### src/rtl/bgc_pkg.sv
// ----------------------------------------------------------------------------
// bgc_pkg: shared types and codes of the button gesture and chord detector
// Holds the input kinds, event codes, register indexes, controller states and
// the command and status bundles between controller and datapath.
// ----------------------------------------------------------------------------
package bgc_pkg;

  // Kinds of input item.
  localparam logic [1:0] KIND_EDGE  = 2'd0;
  localparam logic [1:0] KIND_TICK  = 2'd1;
  localparam logic [1:0] KIND_CLEAR = 2'd2;

  // Configuration register indexes.
  localparam logic [2:0] CFG_COMBO_ENABLE   = 3'd0;
  localparam logic [2:0] CFG_MOMENTARY_MODE = 3'd1;
  localparam logic [2:0] CFG_LONG_MASK      = 3'd2;
  localparam logic [2:0] CFG_CLICK_MASK     = 3'd3;
  localparam logic [2:0] CFG_LONG_PRESS_MS  = 3'd4;
  localparam logic [2:0] CFG_COMBO_WINDOW   = 3'd5;

  localparam int CFG_DATA_W = 16;

  // The virtual button formed by the chord of buttons 0 and 1.
  localparam int COMBO_IDX = 2;

  // Most events one item can produce.
  localparam int MAX_EV = 3;

  typedef enum logic [2:0] {
    EV_PRESS      = 3'd0,
    EV_RELEASE    = 3'd1,
    EV_CLICK      = 3'd2,
    EV_CLICK_END  = 3'd3,
    EV_LONG       = 3'd4,
    EV_LONG_END   = 3'd5
  } ev_code_e;

  typedef enum logic [2:0] {
    ST_IDLE,
    ST_EDGE,
    ST_TICK,
    ST_CLEAR,
    ST_CHECK,
    ST_EMIT
  } ctrl_state_e;

  // Commands from the controller to the datapath.
  typedef struct packed {
    logic       capture;   // load the input item, empty the event buffer
    logic       edge_op;   // apply the captured raw edge
    logic       visit;     // tick visit of one button
    logic       clear;     // zero all gesture state
    logic [1:0] emit_idx;  // event buffer slot on the output
  } dp_cmd_t;

  // Status from the datapath to the controller.
  typedef struct packed {
    logic [1:0] ev_cnt;    // events held in the buffer
    logic       last;      // emit_idx points at the final event
  } dp_stat_t;

endpackage

### src/rtl/bgc_ctrl.sv
// ----------------------------------------------------------------------------
// bgc_ctrl: sequencing controller of the button gesture and chord detector
// Accepts an item, steps the datapath through the edge, tick visits or clear,
// then hands the buffered events out one transfer at a time.
// ----------------------------------------------------------------------------
module bgc_ctrl import bgc_pkg::*; #(
  parameter int BUTTON_TOTAL = 3,
  parameter int BW           = $clog2(BUTTON_TOTAL)
) (
  input  logic          clk_i,
  input  logic          rst_ni,
  input  logic          in_valid_i,
  output logic          in_stall_o,
  input  logic [1:0]    kind_i,
  output logic          out_valid_o,
  input  logic          out_stall_i,
  output dp_cmd_t       cmd_o,
  output logic [BW-1:0] visit_idx_o,
  input  dp_stat_t      stat_i
);

  localparam logic [BW-1:0] LastBtn = BW'(BUTTON_TOTAL - 1);

  ctrl_state_e   state_q, state_d;
  logic [BW-1:0] visit_q, visit_d;
  logic [1:0]    emit_q, emit_d;

  always_ff @(posedge clk_i or negedge rst_ni) begin
    if (!rst_ni) begin
      state_q <= ST_IDLE;
      visit_q <= '0;
      emit_q  <= '0;
    end else begin
      state_q <= state_d;
      visit_q <= visit_d;
      emit_q  <= emit_d;
    end
  end

  // Next state and counters.
  always_comb begin
    state_d = state_q;
    visit_d = visit_q;
    emit_d  = emit_q;
    unique case (state_q)
      ST_IDLE: begin
        visit_d = '0;
        if (in_valid_i) begin
          unique case (kind_i)
            KIND_EDGE:  state_d = ST_EDGE;
            KIND_TICK:  state_d = ST_TICK;
            KIND_CLEAR: state_d = ST_CLEAR;
            default:    state_d = ST_IDLE;
          endcase
        end
      end
      ST_EDGE:  state_d = ST_CHECK;
      ST_TICK: begin
        if (visit_q == LastBtn) begin
          state_d = ST_CHECK;
          visit_d = '0;
        end else begin
          visit_d = visit_q + BW'(1);
        end
      end
      ST_CLEAR: state_d = ST_IDLE;
      ST_CHECK: begin
        emit_d  = '0;
        state_d = (stat_i.ev_cnt == 2'd0) ? ST_IDLE : ST_EMIT;
      end
      ST_EMIT: begin
        if (!out_stall_i) begin
          if (stat_i.last) begin
            state_d = ST_IDLE;
          end else begin
            emit_d = emit_q + 2'd1;
          end
        end
      end
      default:  state_d = ST_IDLE;
    endcase
  end

  // Outputs.
  always_comb begin
    cmd_o          = '0;
    cmd_o.emit_idx = emit_q;
    in_stall_o     = 1'b1;
    out_valid_o    = 1'b0;
    unique case (state_q)
      ST_IDLE: begin
        in_stall_o    = 1'b0;
        cmd_o.capture = in_valid_i;
      end
      ST_EDGE:  cmd_o.edge_op = 1'b1;
      ST_TICK:  cmd_o.visit   = 1'b1;
      ST_CLEAR: cmd_o.clear   = 1'b1;
      ST_CHECK: ;
      ST_EMIT:  out_valid_o   = 1'b1;
      default:  ;
    endcase
  end

  assign visit_idx_o = visit_q;

endmodule

### src/rtl/bgc_dpath.sv
// ----------------------------------------------------------------------------
// bgc_dpath: datapath of the button gesture and chord detector
// Holds configuration, per-button gesture state, the captured item and the
// event buffer, and applies one edge or one button visit per command.
// ----------------------------------------------------------------------------
module bgc_dpath import bgc_pkg::*; #(
  parameter int BUTTON_TOTAL = 3,
  parameter int BW           = $clog2(BUTTON_TOTAL)
) (
  input  logic                  clk_i,
  input  logic                  rst_ni,
  input  logic                  cfg_we_i,
  input  logic [2:0]            cfg_index_i,
  input  logic [CFG_DATA_W-1:0] cfg_data_i,
  input  logic [1:0]            button_i,
  input  logic                  is_pressed_i,
  input  logic [31:0]           now_ms_i,
  input  dp_cmd_t               cmd_i,
  input  logic [BW-1:0]         visit_idx_i,
  output dp_stat_t              stat_o,
  output logic [1:0]            event_button_o,
  output logic [2:0]            event_code_o,
  output logic                  last_event_o
);

  localparam logic [BW-1:0] ComboBtn = BW'(COMBO_IDX);
  localparam logic [1:0]    EvFull   = 2'(MAX_EV);

  // Configuration.
  logic        combo_en_q, mom_q;
  logic [2:0]  long_mask_q, click_mask_q;
  logic [15:0] long_ms_q;
  logic [9:0]  window_q;

  always_ff @(posedge clk_i or negedge rst_ni) begin
    if (!rst_ni) begin
      combo_en_q   <= 1'b0;
      mom_q        <= 1'b0;
      long_mask_q  <= '0;
      click_mask_q <= '0;
      long_ms_q    <= 16'd1000;
      window_q     <= 10'd50;
    end else if (cfg_we_i) begin
      unique case (cfg_index_i)
        CFG_COMBO_ENABLE:   combo_en_q   <= cfg_data_i[0];
        CFG_MOMENTARY_MODE: mom_q        <= cfg_data_i[0];
        CFG_LONG_MASK:      long_mask_q  <= cfg_data_i[2:0];
        CFG_CLICK_MASK:     click_mask_q <= cfg_data_i[2:0];
        CFG_LONG_PRESS_MS:  long_ms_q    <= cfg_data_i[15:0];
        CFG_COMBO_WINDOW:   window_q     <= cfg_data_i[9:0];
        default:            ;
      endcase
    end
  end

  // Captured item.
  logic [1:0]  btn_q;
  logic        pressed_q;
  logic [31:0] now_q;

  always_ff @(posedge clk_i) begin
    if (cmd_i.capture) begin
      btn_q     <= button_i;
      pressed_q <= is_pressed_i;
      now_q     <= now_ms_i;
    end
  end

  // Gesture state.
  logic [BUTTON_TOTAL-1:0] pend_q, pend_d, cons_q, cons_d, down_q, down_d;
  logic [BUTTON_TOTAL-1:0] longf_q, longf_d, clickf_q, clickf_d;
  logic                    combo_q, combo_d;
  logic [31:0]             pt_q [BUTTON_TOTAL];

  // Event buffer.
  logic [1:0] ev_cnt_q, ev_cnt_d;
  logic [1:0] ev_btn_q  [MAX_EV];
  logic [1:0] ev_btn_d  [MAX_EV];
  ev_code_e   ev_code_q [MAX_EV];
  ev_code_e   ev_code_d [MAX_EV];

  // Timestamp write port.
  logic          pt_we;
  logic [BW-1:0] pt_widx;
  logic [31:0]   pt_wdata;

  function automatic logic mask_bit(input logic [2:0] mask, input logic [BW-1:0] b);
    logic r;
    r = 1'b0;
    if (32'(b) < 32'd3) begin
      r = mask[b[1:0]];
    end
    return r;
  endfunction

  logic          btn_ok;
  logic [BW-1:0] bidx, oidx;
  logic [31:0]   pt_rd, elapsed;
  logic          win_hit, long_hit;
  logic          do_press, do_release;
  logic [BW-1:0] press_idx, rel_idx;
  logic [31:0]   press_t;

  assign btn_ok   = 32'(btn_q) < 32'(BUTTON_TOTAL);
  assign bidx     = BW'(btn_q);
  assign oidx     = BW'({1'b0, ~btn_q[0]});
  assign pt_rd    = pt_q[visit_idx_i];
  assign elapsed  = now_q - pt_rd;
  assign win_hit  = elapsed >= 32'(window_q);
  assign long_hit = elapsed >= 32'(long_ms_q);

  always_comb begin
    pend_d     = pend_q;
    cons_d     = cons_q;
    down_d     = down_q;
    longf_d    = longf_q;
    clickf_d   = clickf_q;
    combo_d    = combo_q;
    ev_cnt_d   = ev_cnt_q;
    ev_btn_d   = ev_btn_q;
    ev_code_d  = ev_code_q;
    do_press   = 1'b0;
    do_release = 1'b0;
    press_idx  = bidx;
    rel_idx    = bidx;
    press_t    = now_q;

    // Decide what the edge or the visit does.
    if (cmd_i.edge_op && btn_ok) begin
      if (pressed_q) begin
        if (combo_en_q && btn_q < 2'(COMBO_IDX)) begin
          if (pend_q[oidx]) begin
            pend_d[oidx] = 1'b0;
            cons_d[bidx] = 1'b1;
            cons_d[oidx] = 1'b1;
            combo_d      = 1'b1;
            do_press     = 1'b1;
            press_idx    = ComboBtn;
          end else begin
            pend_d[bidx] = 1'b1;
          end
        end else begin
          do_press = 1'b1;
        end
      end else if (pend_q[bidx]) begin
        pend_d[bidx] = 1'b0;
        do_press     = 1'b1;
        do_release   = 1'b1;
      end else if (cons_q[bidx]) begin
        cons_d[bidx] = 1'b0;
        if (combo_q) begin
          combo_d    = 1'b0;
          do_release = 1'b1;
          rel_idx    = ComboBtn;
        end
      end else begin
        do_release = 1'b1;
      end
    end else if (cmd_i.visit) begin
      if (ev_cnt_q != EvFull && pend_q[visit_idx_i] && win_hit) begin
        pend_d[visit_idx_i] = 1'b0;
        do_press            = 1'b1;
        press_idx           = visit_idx_i;
        press_t             = pt_rd;
      end
    end

    // Logical press.
    if (do_press) begin
      down_d[press_idx]   = 1'b1;
      longf_d[press_idx]  = 1'b0;
      clickf_d[press_idx] = 1'b0;
      if (!mom_q) begin
        ev_btn_d[ev_cnt_d]  = press_idx[1:0];
        ev_code_d[ev_cnt_d] = EV_PRESS;
        ev_cnt_d            = ev_cnt_d + 2'd1;
      end else if (mask_bit(click_mask_q, press_idx) || !mask_bit(long_mask_q, press_idx)) begin
        clickf_d[press_idx] = 1'b1;
        ev_btn_d[ev_cnt_d]  = press_idx[1:0];
        ev_code_d[ev_cnt_d] = EV_CLICK;
        ev_cnt_d            = ev_cnt_d + 2'd1;
      end
    end

    // Logical release, seeing the effect of a press in the same step.
    if (do_release && down_d[rel_idx]) begin
      down_d[rel_idx]    = 1'b0;
      ev_btn_d[ev_cnt_d] = rel_idx[1:0];
      if (!mom_q) begin
        ev_code_d[ev_cnt_d] = EV_RELEASE;
      end else if (longf_d[rel_idx]) begin
        ev_code_d[ev_cnt_d] = EV_LONG_END;
      end else if (clickf_d[rel_idx]) begin
        ev_code_d[ev_cnt_d] = EV_CLICK_END;
      end else begin
        ev_code_d[ev_cnt_d] = EV_CLICK;
      end
      ev_cnt_d = ev_cnt_d + 2'd1;
    end

    // Long press check of the visited button.
    if (cmd_i.visit && ev_cnt_d != EvFull && down_d[visit_idx_i] && mom_q &&
        mask_bit(long_mask_q, visit_idx_i) && !longf_d[visit_idx_i] &&
        !clickf_d[visit_idx_i] && long_hit) begin
      longf_d[visit_idx_i] = 1'b1;
      ev_btn_d[ev_cnt_d]   = visit_idx_i[1:0];
      ev_code_d[ev_cnt_d]  = EV_LONG;
      ev_cnt_d             = ev_cnt_d + 2'd1;
    end

    if (cmd_i.capture) begin
      ev_cnt_d = '0;
    end
  end

  // A pending press stores its time, also when the button was already
  // pending; a logical press stores its own.
  always_comb begin
    pt_we    = do_press;
    pt_widx  = press_idx;
    pt_wdata = press_t;
    if (cmd_i.edge_op && btn_ok && pressed_q && !do_press) begin
      pt_we = 1'b1;
    end
  end

  always_ff @(posedge clk_i or negedge rst_ni) begin
    if (!rst_ni) begin
      pend_q   <= '0;
      cons_q   <= '0;
      down_q   <= '0;
      longf_q  <= '0;
      clickf_q <= '0;
      combo_q  <= 1'b0;
      ev_cnt_q <= '0;
      for (int i = 0; i < BUTTON_TOTAL; i++) begin
        pt_q[i] <= '0;
      end
    end else if (cmd_i.clear) begin
      pend_q   <= '0;
      cons_q   <= '0;
      down_q   <= '0;
      longf_q  <= '0;
      clickf_q <= '0;
      combo_q  <= 1'b0;
      ev_cnt_q <= '0;
      for (int i = 0; i < BUTTON_TOTAL; i++) begin
        pt_q[i] <= '0;
      end
    end else begin
      pend_q   <= pend_d;
      cons_q   <= cons_d;
      down_q   <= down_d;
      longf_q  <= longf_d;
      clickf_q <= clickf_d;
      combo_q  <= combo_d;
      ev_cnt_q <= ev_cnt_d;
      if (pt_we) begin
        pt_q[pt_widx] <= pt_wdata;
      end
    end
  end

  always_ff @(posedge clk_i) begin
    ev_btn_q  <= ev_btn_d;
    ev_code_q <= ev_code_d;
  end

  assign stat_o.ev_cnt = ev_cnt_q;
  assign stat_o.last   = (cmd_i.emit_idx + 2'd1) == ev_cnt_q;
  assign event_button_o = ev_btn_q[cmd_i.emit_idx];
  assign event_code_o   = ev_code_q[cmd_i.emit_idx];
  assign last_event_o   = stat_o.last;

endmodule

### src/rtl/button_gesture_combo_detector_top.sv
// ----------------------------------------------------------------------------
// button_gesture_combo_detector_top: button gesture and chord detector
// Turns raw button edges and millisecond ticks into press, release, click and
// long press events, with buttons 0 and 1 optionally merged into button 2.
// ----------------------------------------------------------------------------
//
//   Channel   Direction  Handshake                 Payload
//   in        input      in_valid_i / in_stall_o   kind_i, button_i, is_pressed_i,
//                                                  now_ms_i
//   out       output     out_valid_o / out_stall_i event_button_o, event_code_o,
//                                                  last_event_o
//   cfg       input      cfg_we_i                  cfg_index_i, cfg_data_i
//
// An item is taken in the idle state; a raw edge is then applied, or a tick
// visits the buttons one per cycle through a single elapsed-time subtractor.
// The event count is then checked, and each event takes one transfer;
// one item is worked at a time.
// Reset clears all gesture state and loads the register defaults at once.
// A stalled output holds its event; the input stays stalled until the last
// event of the current item has been transferred.
//
module button_gesture_combo_detector_top import bgc_pkg::*; #(
  parameter int BUTTON_TOTAL = 3
) (
  input  logic                  clk_i,
  input  logic                  rst_ni,
  // Configuration write port.
  input  logic                  cfg_we_i,
  input  logic [2:0]            cfg_index_i,
  input  logic [CFG_DATA_W-1:0] cfg_data_i,
  // Input items.
  input  logic                  in_valid_i,
  output logic                  in_stall_o,
  input  logic [1:0]            kind_i,
  input  logic [1:0]            button_i,
  input  logic                  is_pressed_i,
  input  logic [31:0]           now_ms_i,
  // Result events.
  output logic                  out_valid_o,
  input  logic                  out_stall_i,
  output logic [1:0]            event_button_o,
  output logic [2:0]            event_code_o,
  output logic                  last_event_o
);

  // Width of a button index into the per-button state.
  localparam int BW = $clog2(BUTTON_TOTAL);

  dp_cmd_t       cmd;
  dp_stat_t      stat;
  logic [BW-1:0] visit_idx;

  // The controller sequences each item: capture, then an edge or per-button
  // visits followed by a count check and one transfer per buffered event, or a clear.
  bgc_ctrl #(
    .BUTTON_TOTAL (BUTTON_TOTAL),
    .BW           (BW)
  ) u_ctrl (
    .clk_i       (clk_i),
    .rst_ni      (rst_ni),
    .in_valid_i  (in_valid_i),
    .in_stall_o  (in_stall_o),
    .kind_i      (kind_i),
    .out_valid_o (out_valid_o),
    .out_stall_i (out_stall_i),
    .cmd_o       (cmd),
    .visit_idx_o (visit_idx),
    .stat_i      (stat)
  );

  // The datapath holds the registers, the per-button flags and timestamps,
  // and the event buffer that the output channel reads from.
  bgc_dpath #(
    .BUTTON_TOTAL (BUTTON_TOTAL),
    .BW           (BW)
  ) u_dpath (
    .clk_i          (clk_i),
    .rst_ni         (rst_ni),
    .cfg_we_i       (cfg_we_i),
    .cfg_index_i    (cfg_index_i),
    .cfg_data_i     (cfg_data_i),
    .button_i       (button_i),
    .is_pressed_i   (is_pressed_i),
    .now_ms_i       (now_ms_i),
    .cmd_i          (cmd),
    .visit_idx_i    (visit_idx),
    .stat_o         (stat),
    .event_button_o (event_button_o),
    .event_code_o   (event_code_o),
    .last_event_o   (last_event_o)
  );

endmodule

### config.mk
export PLATFORM = sky130hd
export DESIGN_NAME = button_gesture_combo_detector_top
export DESIGN_NICKNAME = d
export VERILOG_FILES = /design/src/rtl/bgc_pkg.sv /design/src/rtl/bgc_ctrl.sv /design/src/rtl/bgc_dpath.sv /design/src/rtl/button_gesture_combo_detector_top.sv
export SDC_FILE = /design/constraint.sdc
export NUM_CORES = 1
export LEC_CHECK = 0
export ABC_AREA = 1
export BUFFER_PORTS_ARGS = -buffer_cell sky130_fd_sc_hd__buf_4
export CORE_MARGIN = 2
export CORE_UTILIZATION = 31
export DETAILED_ROUTE_END_ITERATION = 12
export REMOVE_ABC_BUFFERS = 1
export SYNTH_ARGS = -nofsm -noshare
export SYNTH_HDL_FRONTEND = slang
export SYNTH_SLANG_ARGS = --single-unit
### constraint.sdc
create_clock -name clk_i -period 8.2 [get_ports clk_i]
set_clock_uncertainty 0.15 [all_clocks]
set_input_delay 0 -clock clk_i [delete_from_list [all_inputs] [get_ports clk_i]]
set_output_delay 0 -clock clk_i [all_outputs]
set_load 0.02 [all_outputs]
## Word-level counts from Yosys, hierarchy flattened

Index checks and enable logic that the tools add are counted.

- $add $sub $neg: 6
- Magnitude comparators: 26
- Reduce and logical (&&, ||, !) cells: 49
- Bitwise logic cells: 45
- Eq/ne operators: 26
- Multiplexer cells: 169

Operators by type and width:

| cell | number |
|---|---|
| two-way mux 32 bit | 6 |
| two-way mux 96 bit | 2 |
| two-way mux 3 bit | 35 |
| bitwise mux 96 bit | 1 |
| two-way mux 9 bit | 8 |
| binary-select mux 32 bit (select 2 bit) | 1 |
| demux 32 bit (select 2 bit) | 1 |
| two-way mux 1 bit | 52 |
| two-way mux 2 bit | 26 |
| >= comparator 32 x 10 -> 1 bit | 1 |
| >= comparator 32 x 16 -> 1 bit | 1 |
| subtractor 32 bit | 1 |
| two-way mux 6 bit | 5 |
| AND 3 bit | 9 |
| OR 3 bit | 9 |
| AND 6 bit | 4 |
| binary-select mux 1 bit (select 2 bit) | 12 |
| inverter 6 bit | 4 |
| logical AND 1 bit | 23 |
| inverter 2 -> 3 bit | 7 |
| bitwise mux 6 bit | 3 |
| demux 3 bit (select 2 bit) | 3 |
| >= comparator 3 bit (second input constant) | 6 |
| inverter 3 bit | 6 |
| other kinds (42) | 95 |

- Output and inout port bits: 8
- Register bits after elaboration: 205

## Logic depth before layout (Yosys ltp)

Gate-level depths: netlist of the first run.

- Word-level depth: 33
- Depth in mapped cells: 48
- Mapped depth without buffers: 47

## Hierarchy

From an unflattened synthesis of the first run, not the netlist that was laid out.

- Cells, all modules: 1,800
- Area, all modules: 13,235.2 sq um

By module, submodules not included:

| module | sequential area each (sq um) | times used | area an instance (sq um) | cells an instance |
|---|---|---|---|---|
| bgc_dpath | 5,066.1 | 1 | 12,732.2 | 1,728 |
| bgc_ctrl | 175.2 | 1 | 503.0 | 72 |

## Worst setup path after synthesis of the first run

No wires, ideal clock.

- Kind: register -> register
- From: reg u_ctrl.visit_q[0] (netlist: u_ctrl.visit_idx_o[0])
- To: reg u_dpath.ev_cnt_q[0]
- Data required time: 7,932 ps
- Arrival: 6,185 ps
- Path slack: 1,747 ps
- Stages on the path, launching flop included: 46
- Cell sequence: dfrtp_1 -> inv_2 -> nand2_1 -> clkbuf_1 -> nor2_1 -> a221oi_1 -> inv_1 -> ha_1 -> fa_1 -> inv_1 -> nand2_1 -> nand3_1 -> xor2_1 -> ha_1 -> nand2_1 -> nor2_1 -> a21oi_1 -> nand3_1 -> [... 10 more ...] -> nand3_2 -> nand3_2 -> nand2_2 -> inv_2 -> nand2_1 -> nand2_1 -> ha_1 -> nand2_1 -> o21ai_2 -> inv_1 -> ha_1 -> a2111oi_0 -> nand3_1 -> nor3_4 -> buf_2 -> nand3_1 -> nand2_1 -> nor2_1

- Longest elaborated chain between the ends: 33
- Elaborated cells between the ends (all ways): 79
- Classes of those cells: 3 x add/sub; 6 x order compare; 1 x eq/ne; 47 x mux; 7 x bitwise; 15 x reduce/logical

RTL lines:

| what | line | text |
|---|---|---|
| start, declared | bgc_ctrl.sv:25 | `logic [BW-1:0] visit_q, visit_d;` |
| start signal, assigned | bgc_ctrl.sv:35 | `visit_q <= visit_d;` |
| inverter 2 -> 3 bit (implied by the code) | bgc_dpath.sv:107 | `assign pt_rd = pt_q[visit_idx_i];` |
| binary-select mux 32 bit (select 2 bit) | bgc_dpath.sv:107 |  |
| two-way mux 32 bit (implied by the code) (2 in a row) | bgc_dpath.sv:107 |  |
| subtractor 32 bit | bgc_dpath.sv:108 | `assign elapsed = now_q - pt_rd;` |
| >= comparator 32 x 10 -> 1 bit | bgc_dpath.sv:109 | `assign win_hit = elapsed >= 32'(window_q);` |
| logical AND 1 bit | bgc_dpath.sv:160 | `if (ev_cnt_q != EvFull && pend_q[visit_idx_i] && win_hit) begin` |
| two-way mux 2 bit | bgc_dpath.sv:160 |  |
| two-way mux 2 bit | bgc_dpath.sv:159 | `end else if (cmd_i.visit) begin` |
| [... 12 more ...] | - |  |
| two-way mux 2 bit | bgc_dpath.sv:186 | `if (do_release && down_d[rel_idx]) begin` |
| != test 2 bit | bgc_dpath.sv:202 | `if (cmd_i.visit && ev_cnt_d != EvFull && down_d[visit_idx_i] && mom_q &&` |
| logical AND 1 bit (4 in a row) | bgc_dpath.sv:202 |  |
| logical AND 1 bit (2 in a row) | bgc_dpath.sv:203 | `mask_bit(long_mask_q, visit_idx_i) && !longf_d[visit_idx_i] &&` |
| logical AND 1 bit | bgc_dpath.sv:204 | `!clickf_d[visit_idx_i] && long_hit) begin` |
| two-way mux 2 bit (*) | bgc_dpath.sv:202 |  |
| two-way mux 2 bit (*) | bgc_dpath.sv:211 | `if (cmd_i.capture) begin` |
| two-way mux 2 bit (*) | bgc_dpath.sv:239 | `end else if (cmd_i.clear) begin` |
| end signal, assigned | bgc_dpath.sv:257 | `ev_cnt_q <= ev_cnt_d;` |
| end, declared | bgc_dpath.sv:76 | `logic [1:0] ev_cnt_q, ev_cnt_d;` |

Every way passes the cells marked *; elsewhere a longest branch is shown, timed or not. The select of a mux whose other input is x is not followed.
A chain may end at the register's enable or synchronous reset.

==> impl_metrics.env, run 1 <==
export IMPL_fin_nets=2023
export IMPL_first_global_vias=12000
export IMPL_max_stage_delay_ns=0.53
export IMPL_cts_made_buffers=24
export IMPL_root_buffer="clkbuf_16"
export IMPL_worst_slew_pin_transition_ns=1.26
export IMPL_fin_ws_ns=0.665
export IMPL_timing_critical_path_fanout_max=23
export IMPL_detailedRoute_firstPassIterationCount=5
export IMPL_slew_headroom_pct=15.5
export IMPL_drv_slew=0
export IMPL_synthesis_instances=1760
export IMPL_required_ns=8.49
export IMPL_p_leak_nw=7.81
export IMPL_report_final_setup_viol=0
export IMPL_setup_tns_ns=0
export IMPL_dr_first_iter_drc_count=820
export IMPL_hold_viol=0
export IMPL_yosys_register_bits=205
export IMPL_swShare_pct=47.6
export IMPL_grt_max_degree=69
export IMPL_post_detailed_route_count_of_antenna_violating_nets=0
export IMPL_synth_async_reset_ratio_pct=75.6
export IMPL_ff_latch_area_um2=5240
export IMPL_worst_ir_drop_vdd_uv=172
export IMPL_power_density_nw_per_um2=392
export IMPL_stdcell_area_um2=15800
export IMPL_synth_edf_count=35
export IMPL_fmax_mhz=133
export IMPL_vias_per_cell=4.94
export IMPL_layout_area_overhead_pct=20.0
export IMPL_track_usage_pct=17.7
export IMPL_die_span_y_um=210
export IMPL_mean_instance_size_in_the_synthesized_netlist_um2=7.46
export IMPL_layout_min_cycle_time_ns=7.54
export IMPL_power_frac_seq_pct=25.6
export IMPL_worst_endpoint_arrival_ns=7.83
export IMPL_synth_sequential_area_ratio_pct=39.9
export IMPL_max_cap_violations=0
export IMPL_dp_slack_ns=0.278
export IMPL_ios=69
export IMPL_path_class="reg -> reg"
export IMPL_place_area_um2=14200
export IMPL_worst_path_max_delay_cell="dfrtp_1"
export IMPL_cts_max_path_buffers=3
export IMPL_antenna_found_initial=0
export IMPL_drive_above_1_share_pct=12.0
export IMPL_groute_layer_met1_usage_pct=23.1
export IMPL_count_of_inserted_antenna_diode_cells=0
export IMPL_combPwrFrac_pct=56.9
export IMPL_yosys_cell_types_count=55
export IMPL_mappedNetlistArea_um2=13100
export IMPL_std_cell_core_area_um2=41900
export IMPL_unrepaired_setup_endpoints_after_global_routing="no"
export IMPL_grtUsageMet2_pct=30.2
export IMPL_floorplan_rows=75
export IMPL_cts_tree="done"
export IMPL_switch_pwr_mw=2.94
export IMPL_full_die_area_um2=44000
export IMPL_routed_wirelength_um=38800
export IMPL_gr_max_usage_layer="met2"
export IMPL_power_frac_clock_pct=17.5
export IMPL_cts_htree_levels=1
export IMPL_final_fill_count=4321
export IMPL_cellInternalPower_mw=3.24
export IMPL_gr_total_overflow=0
export IMPL_synth_main_ff_cell="dfrtp_1"
export IMPL_drt_wirelength_per_cell_um=15.9
export IMPL_warning_count_from_the_yosys_run=0
export IMPL_cell_occurring_most_often_along_the_worst_timing_path="nand2_1"
export IMPL_utilization_pct=37.7
export IMPL_detail_route_drc_violations=0
export IMPL_hold_ws_ns=0.0264
export IMPL_critical_path_startpoint_type="flop"
export IMPL_placer_congestion_estimate=0.949
export IMPL_crit_path_end_kind="flop"
export IMPL_clock_sinks=205
export IMPL_vias=12100
export IMPL_path_clk_slew_ns=0.06
export IMPL_multi_input_comb_area_um2=6490
export IMPL_finalCritPeriodShare_pct=91.9
export IMPL_gr_usage_met3_pct=2.60
export IMPL_global_route_wire_length_before_repair_um=63100
export IMPL_horizontal_extent_of_the_die_um=210
export IMPL_dpl_hpwl_um=28400
export IMPL_min_path_type="in -> reg"
export IMPL_initial_core_util_pct=31.4
export IMPL_io_buffers=68
export IMPL_clkLatencyLatePin_ns=0.54
export IMPL_run_status="finished clean"
-- sequential cells by signal (all words and copies together) (netlist names), 6 cells and up --
register	count
u_dpath.pt_q	96
u_dpath.now_q	32
u_dpath.long_ms_q	16
u_dpath.window_q	10
u_dpath.ev_code_q	9
u_dpath.ev_btn_q	6
-- cell usage in the layout, fill, tap and decap left out, drive strengths merged, types with 3 or more instances in the layout --
cell type      n
xor2          15
nand2        451
nor3          18
o31ai          7
o21bai         3
dfstp          9
clkinv        18
dlygate4sd3   64
buf           90
inv          313
clkbuf        31
a21oi         84
edfxtp        35
nor2         131
ha            73
dfrtp        146
and2           4
o211ai        36
a31oi          6
o22ai         94
a22oi          3
nand4         19
o21ai         90
a2111oi        3
dfxtp         15
nand3        128
-- per-stage QoR --
step / power, mW / std cells
after global placement: 4.99 / 2330
after floorplan: 4.05 / 1708
after CTS: 6.19 / 2439
after global routing: 6.76 / 2445
after detailed placement: 5.04 / 2330
final: 6.18 / 2445
-- power by group through the flow --
stage	clock network, mW	logic (mW)	registers (mW)
detailed placement	0	3.45	1.59
floorplan	0	2.53	1.53
global route	1.16	3.99	1.61
CTS	1.11	3.50	1.58
global placement	0	3.40	1.59
finish	1.08	3.52	1.58
-- metal layers --
metal  vias up  part of all wire, %
li1       6027                    -
met1      5644                   45
met2       314                   47
met3        83                  4.8
met4         0                  3.2
met5         -                    0
-- cells by family (layout without fill, tap and decap cells) --
| kind of cell | after synthesis | in the layout | synth area share, % |
|---|---|---|---|
| AND/OR/NAND/NOR | 756 | 756 | 25.9 |
| buffers and inverters | 374 | 520 | 10.8 |
| AO/OA/AOI/OAI | 335 | 335 | 15.2 |
| flip-flops | 205 | 205 | 39.9 |
| adder cells (fa/ha/maj) | 74 | 74 | 7.10 |
| XOR/XNOR | 16 | 16 | 1.07 |
-- critical path: cells and delay by family (launching register included) --
family                   cells  cell delay [ns]
AND/OR/NAND/NOR             25             3.38
adder cells (fa/ha/maj)      4             1.12
XOR/XNOR                     1             0.25
buffers and inverters        8             1.11
AO/OA/AOI/OAI                5             0.88
flip-flops                   1             0.53
-- path summary, 6_finish.rpt --
check                                      startpoint              endpoint  slack (ns)  depth (start not counted)
worst max register to register  u_ctrl.visit_idx_o[0]  u_dpath.ev_code_q[4]        0.66                         43
max in group asynchronous                      rst_ni         u_dpath.mom_q        6.28                          5
worst max-delay path            u_ctrl.visit_idx_o[0]  u_dpath.ev_code_q[4]        0.66                         43
worst min-delay path                      now_ms_i[2]      u_dpath.now_q[2]        0.03                          2
min in group asynchronous                      rst_ni     u_dpath.pend_q[1]        0.46                          4
worst min register to register    u_dpath.window_q[8]   u_dpath.window_q[8]        0.34                          2
-- area by class of cell --
class	instances	area share, %
Clock buffer	31	4.24
Inverter	322	7.70
Tap cell	539	4.28
Timing Repair Buffer	154	8.58
Sequential cell	205	33.2
Clock inverter	13	0.809
Multi-Input combinational cell	1181	41.2
-- synthesized netlist by cell type (9+ instances only) --
master / instances / area (µm²)
dfxtp_1: 15 / 300
nand2_2: 13 / 81.3
o22ai_1: 94 / 588
clkbuf_1: 44 / 165
a21oi_1: 81 / 405
o211ai_1: 33 / 248
xor2_1: 15 / 131
nand3_2: 11 / 110
nand4_1: 18 / 113
nand3_1: 111 / 556
inv_1: 287 / 1080
nor2_1: 120 / 450
dfrtp_1: 146 / 3650
nor3_1: 14 / 70.1
nand2_1: 434 / 1630
dfstp_2: 9 / 236
inv_2: 27 / 101
edfxtp_1: 35 / 1050
ha_1: 73 / 913
o21ai_0: 82 / 410
-- repair_timing --
| item | in CTS | in global routing |
|---|---|---|
| setup endpoints to repair | 0 | 20 |
| resized for setup | 0 | 1 |
| hold buffers | 65 | 0 |
| buffers inserted | 0 | 6 |
| hold endpoints to repair | 142 | 0 |
Power figures use the tool's default switching activity.
==> run 2, diff against run 1 <==
--- a/config.mk
+++ b/config.mk
@@ -7,6 +7,7 @@
 export LEC_CHECK = 0
 export ABC_AREA = 1
 export BUFFER_PORTS_ARGS = -buffer_cell sky130_fd_sc_hd__buf_4
+export CORE_ASPECT_RATIO = 0.75
 export CORE_MARGIN = 2
 export CORE_UTILIZATION = 31
 export DETAILED_ROUTE_END_ITERATION = 12
==> run 2 against run 1 <==
The flow now finishes with violations (negative hold slack). Combinational power rose by 2%. Setup slack got worse by 0.011 ns. Sequential power barely moved. Clock power fell by 11%. Critical path depth fell by 1. Maximum frequency fell by 0.14%. Hold slack got worse by 0.034 ns. Critical path type unchanged. Critical endpoint is now u_dpath.ev_btn_q[0]. Highest routed layer unchanged.
==> impl_metrics.env, run 2 (synthesis gave the netlist of run 1 again) <==
export IMPL_floorplan_rows=65
export IMPL_drv_slew=0
export IMPL_antenna_found_initial=0
export IMPL_hold_viol=1
export IMPL_critical_path_startpoint_type="flop"
export IMPL_fin_nets=2019
export IMPL_ff_latch_area_um2=5240
export IMPL_power_density_nw_per_um2=392
export IMPL_initial_core_util_pct=31.3
export IMPL_p_total_mw=6.13
export IMPL_layout_area_overhead_pct=19.1
export IMPL_place_area_um2=14300
export IMPL_worst_slew_pin_transition_ns=1.21
export IMPL_cell_occurring_most_often_along_the_worst_timing_path="nand2_1"
export IMPL_worst_ir_drop_vdd_uv=198
export IMPL_dpl_hpwl_um=29900
export IMPL_count_of_inserted_antenna_diode_cells=0
export IMPL_slew_headroom_pct=19.2
export IMPL_max_cap_violations=0
export IMPL_drt_wirelength_per_cell_um=16.2
export IMPL_cts_max_path_buffers=3
export IMPL_layout_min_cycle_time_ns=7.55
export IMPL_cts_tree="done"
export IMPL_detailedRoute_firstPassIterationCount=5
export IMPL_routed_wirelength_um=40000
export IMPL_std_cell_core_area_um2=42000
export IMPL_worst_path_max_delay_cell="dfrtp_1"
export IMPL_drive_above_1_share_pct=11.7
export IMPL_gr_total_overflow=0
export IMPL_first_global_vias=11700
export IMPL_run_status="finished, violations left"
export IMPL_full_die_area_um2=44100
export IMPL_track_usage_pct=18.1
export IMPL_stdcell_area_um2=15600
export IMPL_vias=12300
export IMPL_gr_max_usage_layer="met1"
export IMPL_p_leak_nw=7.74
export IMPL_global_route_wire_length_before_repair_um=64200
export IMPL_cts_made_buffers=23
export IMPL_required_ns=8.47
export IMPL_worst_endpoint_arrival_ns=7.82
export IMPL_groute_layer_met1_usage_pct=27.6
export IMPL_violations="negative hold slack"
export IMPL_clkLatencyLatePin_ns=0.53
export IMPL_path_clk_slew_ns=0.06
export IMPL_largest_reg_flops=96
export IMPL_vias_per_cell=4.96
export IMPL_setup_tns_ns=0
export IMPL_layout_common_cells="nand2_1, inv_1, dfrtp_1, nor2_1, nand3_1"
export IMPL_grtUsageMet2_pct=26.0
export IMPL_finalCritPeriodShare_pct=92.0
export IMPL_grt_max_degree=92
export IMPL_mostFrequentLayoutCell="nand2_1"
export IMPL_final_fill_count=4457
export IMPL_ios=69
export IMPL_timing_critical_path_fanout_max=28
export IMPL_placer_congestion_estimate=0.973
export IMPL_clock_sinks=205
export IMPL_cts_htree_levels=1
export IMPL_root_buffer="clkbuf_16"
export IMPL_post_detailed_route_count_of_antenna_violating_nets=0
export IMPL_min_path_type="in -> async"
export IMPL_io_buffers=68
export IMPL_unrepaired_setup_endpoints_after_global_routing="no"
export IMPL_fmax_mhz=133
export IMPL_gr_usage_met3_pct=3.49
export IMPL_horizontal_extent_of_the_die_um=242
export IMPL_hold_ws_ns=-0.00715
export IMPL_path_class="reg -> reg"
export IMPL_dr_first_iter_drc_count=1153
export IMPL_max_stage_delay_ns=0.48
export IMPL_report_final_setup_viol=0
export IMPL_layout_top_registers="u_dpath.pt_q x96, u_dpath.now_q x32, u_dpath.long_ms_q x16"
export IMPL_crit_path_end_kind="flop"
export IMPL_multi_input_comb_area_um2=6490
export IMPL_detail_route_drc_violations=0
export IMPL_die_span_y_um=182
export IMPL_largest_register="u_dpath.pt_q"
[run 2: cell types whose count changed in the layout (fill, tap and decap cells not counted), sizes merged]
cell and change:
clkinvlp -1, buf -2, bufinv -2, clkinv -4, dlygate4sd3 -1, inv +2, clkbuf +2
[run 2: timing repair]
action / 4_1_cts / 5_1_grt
hold buffers: 63 / 0
endpoints found under the setup margin: 0 / 20
buffers inserted: 0 / 3
endpoints found under the hold margin: 174 / 0
gates resized for setup: 0 / 2
[run 2: path summary, 6_finish.rpt]
check | from | end | slack, ns | cells after the start
setup / recovery | u_ctrl.visit_idx_o[1] | u_dpath.ev_btn_q[0] | 0.65 | 42
hold / removal | rst_ni | u_dpath.cons_q[1] | -0.007 | 2
setup reg to reg | u_ctrl.visit_idx_o[1] | u_dpath.ev_btn_q[0] | 0.65 | 42
hold reg to reg | u_dpath.ev_code_q[8] | u_dpath.ev_code_q[8] | 0.33 | 2
max in group asynchronous | rst_ni | u_ctrl.visit_idx_o[0] | 6.48 | 3
min in group clk_i | now_ms_i[7] | u_dpath.now_q[7] | 0.04 | 2
[run 2: per-layer routing]
layer | up-vias | wire length [µm] | part of all wire, %
met5 | - | 0 | 0
met4 | 0 | 936 | 2.3
met3 | 70 | 2960 | 7.4
met2 | 436 | 16100 | 40
met1 | 5727 | 20000 | 50
li1 | 6022 | - | -
[run 2: cell type report]
cell class / instances / area share [%]
clock inverters: 8 / 0.312
flip-flops and latches: 205 / 33.5
clock buffers: 33 / 4.05
repair buffers: 151 / 8.36
multi-input cells: 1181 / 41.5
well taps: 569 / 4.55
inverters: 322 / 7.76
[run 2: report_power, final]
| part | total [mW] | switching (mW) | internal (mW) |
|---|---|---|---|
| clock | 0.965 | 0.427 | 0.538 |
| sequential | 1.58 | 0.190 | 1.39 |
| combinational | 3.58 | 2.37 | 1.21 |
| total | 6.13 | 2.98 | 3.14 |
[run 2: stage by stage]
stage / setup WS [ns] / utilization, % / hold WS (ns) / instances
global placement: 0.543 / 34.1 / 0.0108 / 2362
floorplan: 0.794 / - / -0.446 / 1708
detailed placement: 0.278 / 34.1 / 0.0153 / 2362
CTS: 0.263 / 37.2 / 0.0175 / 2466
finish: 0.654 / 37.3 / -0.00715 / 2469
global route: 0.0175 / 37.3 / 0.0359 / 2469
[run 2: worst max-delay path: cells and delay by family, from the launching register on]
family	cells	cell delay (ns)
compound gates	5	0.89
xor+xnor	1	0.24
fa+ha+maj	4	1.18
buf+inv	7	1.01
flops	1	0.48
simple gates	25	3.46
